File: src/design/fdes_pkg.sv
// ----------------------------------------------------------------------------
// fdes_pkg: shared types and constants of the FAT directory entry scanner
// Entry and result word layouts, entry kinds and the name checksum step.
// ----------------------------------------------------------------------------
package fdes_pkg;

  localparam int INDEX_BITS_DEF = 16;
  localparam int POS_W          = 16;
  localparam int IN_DATA_W      = 136;
  localparam int OUT_DATA_W     = 80;
  localparam int KIND_W         = 3;

  localparam logic [7:0] FREE_MARK   = 8'hE5;
  localparam logic [7:0] LFN_MASK    = 8'h3F;
  localparam logic [7:0] LFN_ATTR    = 8'h0F;
  localparam logic [7:0] VOLUME_ATTR = 8'h08;
  localparam int         ORD_FIRST_BIT    = 6;
  localparam int         DIR_BIT          = 4;
  localparam int         SHORT_NAME_BYTES = 11;
  localparam int         HEAD_BYTES       = 6;

  typedef enum logic [KIND_W-1:0] {
    KIND_END       = 3'd0,
    KIND_FREE      = 3'd1,
    KIND_FRAG_KEPT = 3'd2,
    KIND_FRAG_DROP = 3'd3,
    KIND_VOLUME    = 3'd4,
    KIND_FILE      = 3'd5,
    KIND_DIR       = 3'd6
  } kind_t;

  // One directory entry held in the input stage, with the checksum
  // already run over the leading name bytes.
  typedef struct packed {
    logic [63:0] name_lo;
    logic [23:0] name_hi;
    logic [7:0]  attr;
    logic [7:0]  long_cksum;
    logic [15:0] clus_hi;
    logic [15:0] clus_lo;
    logic [7:0]  head_sum;
  } entry_t;

  typedef struct packed {
    kind_t            kind;
    logic [POS_W-1:0] position;
    logic [31:0]      first_cluster;
    logic             name_valid;
    logic             name_orphaned;
    logic [POS_W-1:0] chain_start;
    logic [5:0]       ordinal;
    logic [7:0]       name_sum;
  } result_t;

  // Rotate right by one, then add the next name byte.
  function automatic logic [7:0] sum_step(input logic [7:0] sum, input logic [7:0] b);
    sum_step = {sum[0], sum[7:1]} + b;
  endfunction

endpackage

File: src/design/fdes_input_stage.sv
// ----------------------------------------------------------------------------
// fdes_input_stage: input register of the scanner
// Unpacks the slave word, runs the checksum over the first name bytes and
// holds the entry until the classifier takes it.
// ----------------------------------------------------------------------------
module fdes_input_stage (
  input  logic                          clk,
  input  logic                          rst,
  input  logic                          s_axis_tvalid,
  output logic                          s_axis_tready,
  input  logic [fdes_pkg::IN_DATA_W-1:0] s_axis_tdata,
  input  logic                          take,
  output logic                          entry_valid,
  output fdes_pkg::entry_t              entry
);
  import fdes_pkg::*;

  entry_t     entry_next;
  logic [7:0] head_sum;

  always_comb begin
    head_sum = 8'h00;
    for (int i = 0; i < HEAD_BYTES; i++) begin
      head_sum = sum_step(head_sum, s_axis_tdata[8*i +: 8]);
    end
    entry_next.name_lo    = s_axis_tdata[63:0];
    entry_next.name_hi    = s_axis_tdata[87:64];
    entry_next.attr       = s_axis_tdata[95:88];
    entry_next.long_cksum = s_axis_tdata[103:96];
    entry_next.clus_hi    = s_axis_tdata[119:104];
    entry_next.clus_lo    = s_axis_tdata[135:120];
    entry_next.head_sum   = head_sum;
  end

  assign s_axis_tready = !entry_valid || take;

  always_ff @(posedge clk) begin
    if (rst) begin
      entry_valid <= 1'b0;
    end else if (s_axis_tready) begin
      entry_valid <= s_axis_tvalid;
    end
  end

  always_ff @(posedge clk) begin
    if (s_axis_tvalid && s_axis_tready) begin
      entry <= entry_next;
    end
  end

endmodule

File: src/design/fdes_classifier.sv
// ----------------------------------------------------------------------------
// fdes_classifier: entry decode and long-name chain tracking
// Classifies the held entry, finishes the name checksum and updates the
// chain state and the running entry index when the entry moves on.
// ----------------------------------------------------------------------------
module fdes_classifier #(
  parameter int INDEX_BITS = fdes_pkg::INDEX_BITS_DEF
) (
  input  logic              clk,
  input  logic              rst,
  input  fdes_pkg::entry_t  entry,
  input  logic              take,
  output fdes_pkg::result_t result
);
  import fdes_pkg::*;

  logic                  chain_pending, chain_pending_next;
  logic [7:0]            chain_checksum, chain_checksum_next;
  logic [INDEX_BITS-1:0] chain_start, chain_start_next;
  logic [INDEX_BITS-1:0] entry_counter, entry_counter_next;

  logic [7:0]  b0;
  logic [7:0]  sum;
  logic [87:0] name_bytes;

  assign b0         = entry.name_lo[7:0];
  assign name_bytes = {entry.name_hi, entry.name_lo};

  always_comb begin
    sum = entry.head_sum;
    for (int i = HEAD_BYTES; i < SHORT_NAME_BYTES; i++) begin
      sum = sum_step(sum, name_bytes[8*i +: 8]);
    end
  end

  always_comb begin
    chain_pending_next  = chain_pending;
    chain_checksum_next = chain_checksum;
    chain_start_next    = chain_start;
    entry_counter_next  = entry_counter + INDEX_BITS'(1);

    result.kind          = KIND_END;
    result.position      = POS_W'(entry_counter);
    result.first_cluster = 32'h0;
    result.name_valid    = 1'b0;
    result.name_orphaned = 1'b0;
    result.chain_start   = '0;
    result.ordinal       = 6'h0;
    result.name_sum      = sum;

    if (b0 == 8'h00) begin
      // end of directory: restart the index and forget any chain
      chain_pending_next  = 1'b0;
      chain_checksum_next = 8'h00;
      chain_start_next    = '0;
      entry_counter_next  = '0;
    end else if (b0 == FREE_MARK) begin
      result.kind = KIND_FREE;
    end else if ((entry.attr & LFN_MASK) == LFN_ATTR) begin
      result.ordinal = b0[5:0];
      if (b0[ORD_FIRST_BIT]) begin
        chain_pending_next  = 1'b1;
        chain_checksum_next = entry.long_cksum;
        chain_start_next    = entry_counter;
      end
      if (entry.long_cksum != chain_checksum_next) begin
        result.name_orphaned = chain_pending_next;
        chain_pending_next   = 1'b0;
      end
      result.kind = chain_pending_next ? KIND_FRAG_KEPT : KIND_FRAG_DROP;
    end else if (entry.attr == VOLUME_ATTR) begin
      result.kind = KIND_VOLUME;
    end else begin
      result.first_cluster = {entry.clus_hi, entry.clus_lo};
      result.kind          = entry.attr[DIR_BIT] ? KIND_DIR : KIND_FILE;
      if (chain_pending) begin
        if (sum == chain_checksum) begin
          result.name_valid  = 1'b1;
          result.chain_start = POS_W'(chain_start);
        end else begin
          result.name_orphaned = 1'b1;
        end
      end
      chain_pending_next = 1'b0;
    end
  end

  always_ff @(posedge clk) begin
    if (rst) begin
      chain_pending  <= 1'b0;
      chain_checksum <= 8'h00;
      chain_start    <= '0;
      entry_counter  <= '0;
    end else if (take) begin
      chain_pending  <= chain_pending_next;
      chain_checksum <= chain_checksum_next;
      chain_start    <= chain_start_next;
      entry_counter  <= entry_counter_next;
    end
  end

  a_valid_orphan_excl: assert property (@(posedge clk) disable iff (rst)
    take |-> !(result.name_valid && result.name_orphaned))
    else $error("long name reported both valid and orphaned");

  a_end_clears: assert property (@(posedge clk) disable iff (rst)
    take && result.kind == KIND_END |=> entry_counter == '0 && !chain_pending)
    else $error("end entry did not clear the scan state");

  a_short_closes_chain: assert property (@(posedge clk) disable iff (rst)
    take && (result.kind == KIND_FILE || result.kind == KIND_DIR) |=> !chain_pending)
    else $error("chain still pending after a short entry");

  a_valid_needs_chain: assert property (@(posedge clk) disable iff (rst)
    take && result.name_valid |-> chain_pending)
    else $error("long name valid without a pending chain");

  a_kept_sets_pending: assert property (@(posedge clk) disable iff (rst)
    take && result.kind == KIND_FRAG_KEPT |=> chain_pending)
    else $error("kept fragment left no pending chain");

endmodule

File: src/design/fat_dir_entry_scanner.sv
// ----------------------------------------------------------------------------
// fat_dir_entry_scanner: FAT directory entry classifier
// Classifies 32-byte directory entries and checks long-name chains.
// ----------------------------------------------------------------------------
// Usage:
//   Slave channel: one directory entry per word on s_axis_tdata.
//   Master channel: one result word per entry; entry kind on m_axis_tuser.
//   An end entry reports its index and then restarts the index at zero and
//   forgets any pending long-name chain.
//   Stages: a word accepted passes the input register, then the result
//   register (two register stages). Throughput: one entry per cycle
//   unless the receiver stalls; the name checksum is split across the
//   two stages, six name bytes before the input register and five after.
//   When the receiver stalls, the result register holds its word and the
//   input register still takes one more entry; then s_axis_tready drops
//   until the master side moves again.
//   Reset clears both valid flags, the chain state and the entry index.
// ----------------------------------------------------------------------------
module fat_dir_entry_scanner #(
  parameter int INDEX_BITS = fdes_pkg::INDEX_BITS_DEF
) (
  input  logic                            clk,
  input  logic                            rst,
  input  logic                            s_axis_tvalid,
  output logic                            s_axis_tready,
  // name_bytes_low[63:0], name_bytes_high[87:64], attribute_byte[95:88],
  // long_checksum_byte[103:96], cluster_high_half[119:104],
  // cluster_low_half[135:120]
  input  logic [fdes_pkg::IN_DATA_W-1:0]  s_axis_tdata,
  output logic                            m_axis_tvalid,
  input  logic                            m_axis_tready,
  // entry_position[15:0], first_cluster[47:16], long_name_valid[48],
  // long_name_orphaned[49], chain_start_position[65:50],
  // fragment_ordinal[71:66], short_name_checksum[79:72]
  output logic [fdes_pkg::OUT_DATA_W-1:0] m_axis_tdata,
  // entry_kind[2:0]
  output logic [fdes_pkg::KIND_W-1:0]     m_axis_tuser
);
  import fdes_pkg::*;

  entry_t  entry;
  logic    entry_valid;
  logic    take;
  result_t result;
  result_t out_word;

  // advance the held entry whenever the result register is free
  assign take = entry_valid && (!m_axis_tvalid || m_axis_tready);

  fdes_input_stage u_input (
    .clk           (clk),
    .rst           (rst),
    .s_axis_tvalid (s_axis_tvalid),
    .s_axis_tready (s_axis_tready),
    .s_axis_tdata  (s_axis_tdata),
    .take          (take),
    .entry_valid   (entry_valid),
    .entry         (entry)
  );

  fdes_classifier #(
    .INDEX_BITS (INDEX_BITS)
  ) u_classifier (
    .clk    (clk),
    .rst    (rst),
    .entry  (entry),
    .take   (take),
    .result (result)
  );

  always_ff @(posedge clk) begin
    if (rst) begin
      m_axis_tvalid <= 1'b0;
    end else if (!m_axis_tvalid || m_axis_tready) begin
      m_axis_tvalid <= entry_valid;
    end
  end

  always_ff @(posedge clk) begin
    if (take) begin
      out_word <= result;
    end
  end

  assign m_axis_tuser = out_word.kind;
  assign m_axis_tdata = {out_word.name_sum, out_word.ordinal, out_word.chain_start,
                         out_word.name_orphaned, out_word.name_valid,
                         out_word.first_cluster, out_word.position};

endmodule

File: config.mk
export PLATFORM = sky130hd
export DESIGN_NAME = fat_dir_entry_scanner
export DESIGN_NICKNAME = d
export VERILOG_FILES = /design/src/design/fdes_pkg.sv /design/src/design/fdes_input_stage.sv /design/src/design/fdes_classifier.sv /design/src/design/fat_dir_entry_scanner.sv
export SDC_FILE = /design/constraint.sdc
export NUM_CORES = 1
export LEC_CHECK = 0
export ABC_AREA = 1
export BUFFER_PORTS_ARGS = -buffer_cell sky130_fd_sc_hd__buf_2
export CORE_MARGIN = 2
export CORE_UTILIZATION = 50
export DETAILED_ROUTE_END_ITERATION = 10
export HOLD_SLACK_MARGIN = 0.05
export PLACE_DENSITY = 0.76
export REMOVE_ABC_BUFFERS = 1
export SLEW_MARGIN = 10
export SYNTH_ARGS = -nofsm -noshare
export SYNTH_HDL_FRONTEND = slang
export SYNTH_SLANG_ARGS = --single-unit
File: constraint.sdc
create_clock -name clk -period 5.7 [get_ports clk]
set_clock_uncertainty 0.15 [all_clocks]
set_input_delay 0.285 -clock clk [delete_from_list [all_inputs] [get_ports clk]]
set_output_delay 0.285 -clock clk [all_outputs]
set_load 0.02 [all_outputs]
==> key figures, run 1 <==
Synthesis
  • Syn Inst Count: 1107
  • Cell with the most instances after synthesis: nand2_1
  • Synth unique cells: 35
  • Post-synth top flop: edfxtp_1
  • Dominant cells by area after synthesis: edfxtp_1 (50%), ha_1 (8.2%), dfxtp_1 (7.6%)
  • Flops & latches, synth: 230
  • Yosys warns: 0
  • Commonest cells in the netlist: nand2_1 (192), edfxtp_1 (187), inv_1 (180), nor2_1 (127), a21oi_1 (83)
  • Seq/Total Area, Yosys: 0.572
  • Mean post-synth cell area: 10.2 um2
  • Yosys top cell area share: 0.496
  • Mapped Area: 11300 um2
  • Area leader, netlist: edfxtp_1
  • EDFF count, synth: 187
  • Asr flop ratio synth: 0

Hold path
  • Hold Path Origin: s_axis_tdata[47]
  • Hold/Removal Path Class: in -> reg

Floorplan
  • Effective utilization at floorplan: 0.505
  • Die W: 155 um
  • I/O pin count: 225
  • Die Footprint: 23900 um2
  • Num rows: 55
  • Total core area: 22400 um2
  • DIE HEIGHT: 155 um

Worst setup path
  • CP max-delay cell: fa_2
  • Critical path fanouts, max: 8
  • CP bufs+invs: 7
  • Critical Path AT: 5880 ps
  • Critical Path Start: u_input.entry[128]$_DFFE_PP_
  • CP top delay family: adder cells
  • Setup crit end kind: register
  • CP Launch Type: register
  • WS Path Type: reg -> reg
  • CP dominant cell by count: inv_2
  • Crit-path max cell delay: 590 ps
  • Reg2reg start: u_input.entry[128]$_DFFE_PP_
  • WP data required: 5850 ps

Global routing
  • First-pass GRT wire length: 41200 um
  • Vias in the first global route: 8745
  • Initial antenna violation count: 0
  • Pin count of the biggest net entering global routing: 86
  • GRT overflow: 0
  • GRT Util Overall: 0.213

Clock network
  • Worst skew pair latency: 530 ps
  • Clock Path Buffers: 3
  • H-tree depth: 1
  • CTS tree: built
  • Clk root buf: clkbuf_16
  • Clock sinks: 230
  • CTS buffer count: 26
  • Clock slew at reported path FFs: 60 ps

Drt
  • Drt via density: 5.05
  • Iteration-0 DRC Markers: 509
  • Wire length per cell: 15.4 um
  • TritonRoute pass-1 iters: 5
  • DRC viols: 0
  • Final ANT Viol Nets: 0
  • Post-Route WL: 27300 um
  • Via count: 8970

Layout
  • Layout Nets: 1695
  • Share of cells above drive strength 1: 0.263
  • Layout Utilization: 0.684
  • Area grow syn2layout: 35.5%
  • ANT cells: 0

STA
  • Worst-Margin Slew: 1190 ps
  • FMAX: 174 MHz
  • RSZ-0062 raised after global routing: true
  • Slew HR: 0.204
  • # setup viols final: 14
  • Final period demand of the worst path: 5730 ps
  • Max Transition Viols Final: 0
  • Fin crit share: 1.01
  • Endpoints failing hold: 0
  • Post-route setup slack: -31.1 ps

Place
  • Post-place setup slack: -193 ps
  • Input/output buffers: 224
  • Post-DP HPWL: 17300 um
  • GP Congestion: 0.878

Status
  • Violated checks: setup timing
  • Status: complete, but fails checks

Run
  • Max Cap Viol: 0
==> worst paths after layout <==
kind,endpoint,slack (ps),cells past startpoint
hold / removal,u_input.entry[7]$_DFFE_PP_,110,3
setup / recovery,m_axis_tdata[61]$_SDFFCE_PP0P_,-30,29
setup reg to reg,m_axis_tdata[61]$_SDFFCE_PP0P_,-30,29
hold reg to reg,m_axis_tdata[9]$_DFFE_PP_,320,0
==> layout by cell type, fill, tap and decap left out, types with 13 or more instances in the layout <==
| cell | instances |
|---|---|
| buf_4 | 19 |
| xnor2_1 | 28 |
| inv_1 | 169 |
| ha_1 | 55 |
| edfxtp_1 | 187 |
| nand3_1 | 43 |
| nor2_1 | 110 |
| xor2_1 | 31 |
| a21oi_1 | 69 |
| nand2_1 | 184 |
| nor2_2 | 13 |
| dlygate4sd3_1 | 103 |
| o21ai_0 | 20 |
| buf_2 | 224 |
| ha_4 | 16 |
| clkbuf_16 | 30 |
| dfxtp_1 | 43 |
==> cells by family (layout without fill, tap and decap cells) <==
logic type / count (synthesis) / after routing / synth area share
AND/OR/NAND/NOR: 412 / 412 / 0.155
flip-flops: 230 / 230 / 0.572
buffers and inverters: 195 / 579 / 0.0677
AO/OA/AOI/OAI: 122 / 122 / 0.0565
adder cells (fa/ha/maj): 84 / 84 / 0.0994
XOR/XNOR: 64 / 64 / 0.0495
==> routing by layer <==
metal  vias up  share of wire  GRT usage
met5         -              0          0
met4         0          0.029     0.0670
met3        62          0.055     0.0331
met2       313           0.51      0.396
met1      4194           0.40      0.253
li1       4401              -          -
==> stage by stage <==
stage,setup TNS (ps),cell area [um2],hold WS (ps),cells
floorplan,0,11200,204,1094
global placement,0,12800,311,1614
detailed placement,-2790,12800,312,1614
CTS,0,14700,92.4,1765
global route,-4600,15300,127,1776
finish,-273,15300,114,1776
==> area by class of cell <==
| type | instances | area (um2) |
|---|---|---|
| sequential | 230 | 6480 |
| fill | 1583 | 7090 |
| timing repair buffer | 349 | 2360 |
| multi-input combinational | 682 | 4590 |
| clock inverter | 8 | 80.1 |
| clock buffer | 40 | 786 |
| tap | 285 | 357 |
| inverter | 182 | 692 |
==> flip-flops by register name, indices dropped and copies added, names as in the netlist <==
name                         flops
m_axis_tdata                    80
u_classifier.chain_checksum      8
m_axis_tuser                     3
u_classifier.entry_counter      16
u_input.entry                  104
u_input.entry_valid              1
u_classifier.chain_pending       1
m_axis_tvalid                    1
u_classifier.chain_start        16
==> worst min-delay path, stage by stage <==
cell and delay [ps]:
buf_2 80, xor2_1 70, xor2_1 180
==> timing repair <==
item	in CTS	in global routing
endpoints found under the hold margin	109	0
endpoints found under the setup margin	18	23
hold buffers	103	0
pin swaps	0	38
buffers inserted	0	9
resized for setup	9	107
gates cloned	0	2
Power of run 1 is left out: the tool's default activity adds up to more than one toggle a clock period on the data nets, which glitch-free logic cannot reach.
==> inputs of run 2 (changes only) <==
Settings changed: CELL_PAD_IN_SITES_DETAIL_PLACEMENT set to 1, CELL_PAD_IN_SITES_GLOBAL_PLACEMENT set to 1, CORE_UTILIZATION 50 to 39, GPL_ROUTABILITY_DRIVEN set to 0, PLACE_DENSITY 0.76 to unset, PLACE_DENSITY_LB_ADDON set to 0.05.
==> run 2 against run 1 <==
  * The run now ends clean
  * Register-to-register slack gained 100 ps
  * Non-clock buffer count increased by 12
  * Flip-flop and latch count did not move
  * Setup slack better by 100 ps
  * Clock-buffer cell count is 4 lower
  * Highest routed layer unchanged
  * Global-route usage shrank 2.4 points
  * Via count is 0.96% lower
  * Hold slack about the same
  * Core utilization down 14 points
  * Fmax rose by 1.8%
  * Critical path depth down 2
  * Largest cell class unchanged
==> key figures, run 2 (synthesized netlist as in run 1, its figures left out) <==
Hold path
  • Hold/Removal Path Class: in -> reg
  • Hold Path Origin: s_axis_tdata[47]
  • Hold Path Stages: 3
  • Worst Hold Endpoint: u_input.entry[7]$_DFFE_PP_

Floorplan
  • DIE HEIGHT: 174 um
  • Die Footprint: 30400 um2
  • I/O pin count: 225
  • Total core area: 28600 um2
  • Num rows: 62
  • Effective utilization at floorplan: 0.396
  • Die W: 174 um

Worst setup path
  • Critical Path AT: 5870 ps
  • Critical R2R Capture: m_axis_tdata[58]$_SDFFCE_PP0P_
  • Critical path fanouts, max: 8
  • CP Launch Type: register
  • WP data required: 5940 ps
  • Reg2reg setup slack: 70 ps
  • Reg2reg start: u_input.entry[1]$_DFFE_PP_
  • R2R depth: 27
  • CP max-delay cell: fa_2
  • Crit-path max cell delay: 540 ps
  • Setup crit end kind: register
  • WS Path Type: reg -> reg

STA
  • Endpoints failing hold: 0
  • Slew HR: 0.323
  • TNS Setup: 0 ps
  • Worst-Margin Slew: 1020 ps
  • Max Transition Viols Final: 0
  • Fin crit share: 0.987
  • RSZ-0062 raised after global routing: true
  • Final period demand of the worst path: 5630 ps
  • # setup viols final: 0
  • FMAX: 178 MHz
  • Post-route setup slack: 71.5 ps

Clock network
  • Clock slew at reported path FFs: 60 ps
  • Clock Path Buffers: 3
  • Worst skew pair latency: 530 ps
  • Clock sinks: 230
  • CTS buffer count: 26
  • CTS tree: built
  • H-tree depth: 1
  • Clk root buf: clkbuf_16

Layout
  • Multi-input gate area: 4700 um2
  • Share of cells above drive strength 1: 0.279
  • Reg area: 6480 um2
  • Area grow syn2layout: 38.3%
  • Layout Nets: 1707
  • Max reg flops: 104
  • Biggest register: u_input.entry
  • Post-route cell area: 15700 um2
  • Commonest non-fill, non-tap cell in the layout: buf_2
  • Commonest non-fill, non-tap cells in the layout: buf_2 (224), edfxtp_1 (187), nand2_1 (180)
  • Fill count: 3217
  • Non-filler cells, final: 1888

Global routing
  • Initial antenna violation count: 2
  • GRT overflow: 0
  • Vias in the first global route: 9344
  • First-pass GRT wire length: 46500 um
  • Pin count of the biggest net entering global routing: 77
  • GRT Util Overall: 0.189

Drt
  • DRC viols: 0
  • Post-Route WL: 29300 um
  • Final ANT Viol Nets: 0
  • Iteration-0 DRC Markers: 299
  • TritonRoute pass-1 iters: 4
  • Drt via density: 4.71
  • Via count: 8884
  • Wire length per cell: 15.5 um

Place
  • Area post-placement: 13000 um2
  • Input/output buffers: 224
  • Post-DP HPWL: 19600 um
  • Post-place setup slack: -259 ps
  • Dpl cells: 1725

Status
  • Status: complete, no violations

Run
  • Max Cap Viol: 0
[run 2: cell types whose count changed in the layout (fill, tap and decap cells not counted), moves of 4 or more]
cell and change:
buf_4 +11, nor2_4 +7, nor2_2 -5, clkinv_1 +4
nand2_1 -4, nand2_2 +4
[run 2: layout make-up]
class / count / share of cell area
Antenna cell: 2 / 0.000319
Clock buffer: 36 / 0.0472
Clock inverter: 11 / 0.00679
Inverter: 182 / 0.0442
Multi-Input combinational cell: 682 / 0.300
Sequential cell: 230 / 0.413
Tap cell: 384 / 0.0307
Timing Repair Buffer: 361 / 0.157
[run 2: per-stage QoR]
stage / util / hold WS, ps
3_5_place_dp: 0.456 / 314
2_1_floorplan: - / 204
4_1_cts: 0.532 / 72.9
6_report: 0.547 / 114
3_3_place_gp: 0.456 / 312
5_1_grt: 0.547 / 95.6
[run 2: critical path: cells and delay by family (launching register included)]
kind                       cells  cell delay [ps]
and+or+nand+nor                8              820
DFF                            1              340
adders and majority gates     10             3400
buffers and inverters          8              600
xor gates and xnor gates       1              160
[run 2: what timing repair did]
item | CTS | global route
hold buffers | 103 | 0
resized for setup | 52 | 91
cloned | 2 | 0
endpoints found under the hold margin | 109 | 0
pin swaps | 18 | 48
setup endpoints to repair | 18 | 22
setup buffers | 1 | 8
[run 2: worst max path at each step]
stage,startpoint,to,cells after the start
after CTS,u_input.entry[128]$_DFFE_PP_,m_axis_tdata[64]$_SDFFCE_PP0P_,29
after global routing,u_input.entry[1]$_DFFE_PP_,m_axis_tdata[58]$_SDFFCE_PP0P_,34
after global placement,u_input.entry[1]$_DFFE_PP_,m_axis_tdata[60]$_SDFFCE_PP0P_,31
final,u_input.entry[1]$_DFFE_PP_,m_axis_tdata[58]$_SDFFCE_PP0P_,27
after detailed placement,u_input.entry[1]$_DFFE_PP_,m_axis_tdata[64]$_SDFFCE_PP0P_,31
after floorplan,u_input.entry[1]$_DFFE_PP_,m_axis_tdata[50]$_SDFFCE_PP0P_,30
[run 2: per-layer routing]
| layer | routed length, um | GRT usage | vias up |
|---|---|---|---|
| met3 | 1360 | 0.0324 | 44 |
| met1 | 12100 | 0.227 | 4232 |
| met2 | 15200 | 0.350 | 187 |
| met5 | 0 | 0 | - |
| li1 | - | - | 4421 |
| met4 | 581 | 0.0469 | 0 |
Power of run 2 is left out for the same reason.
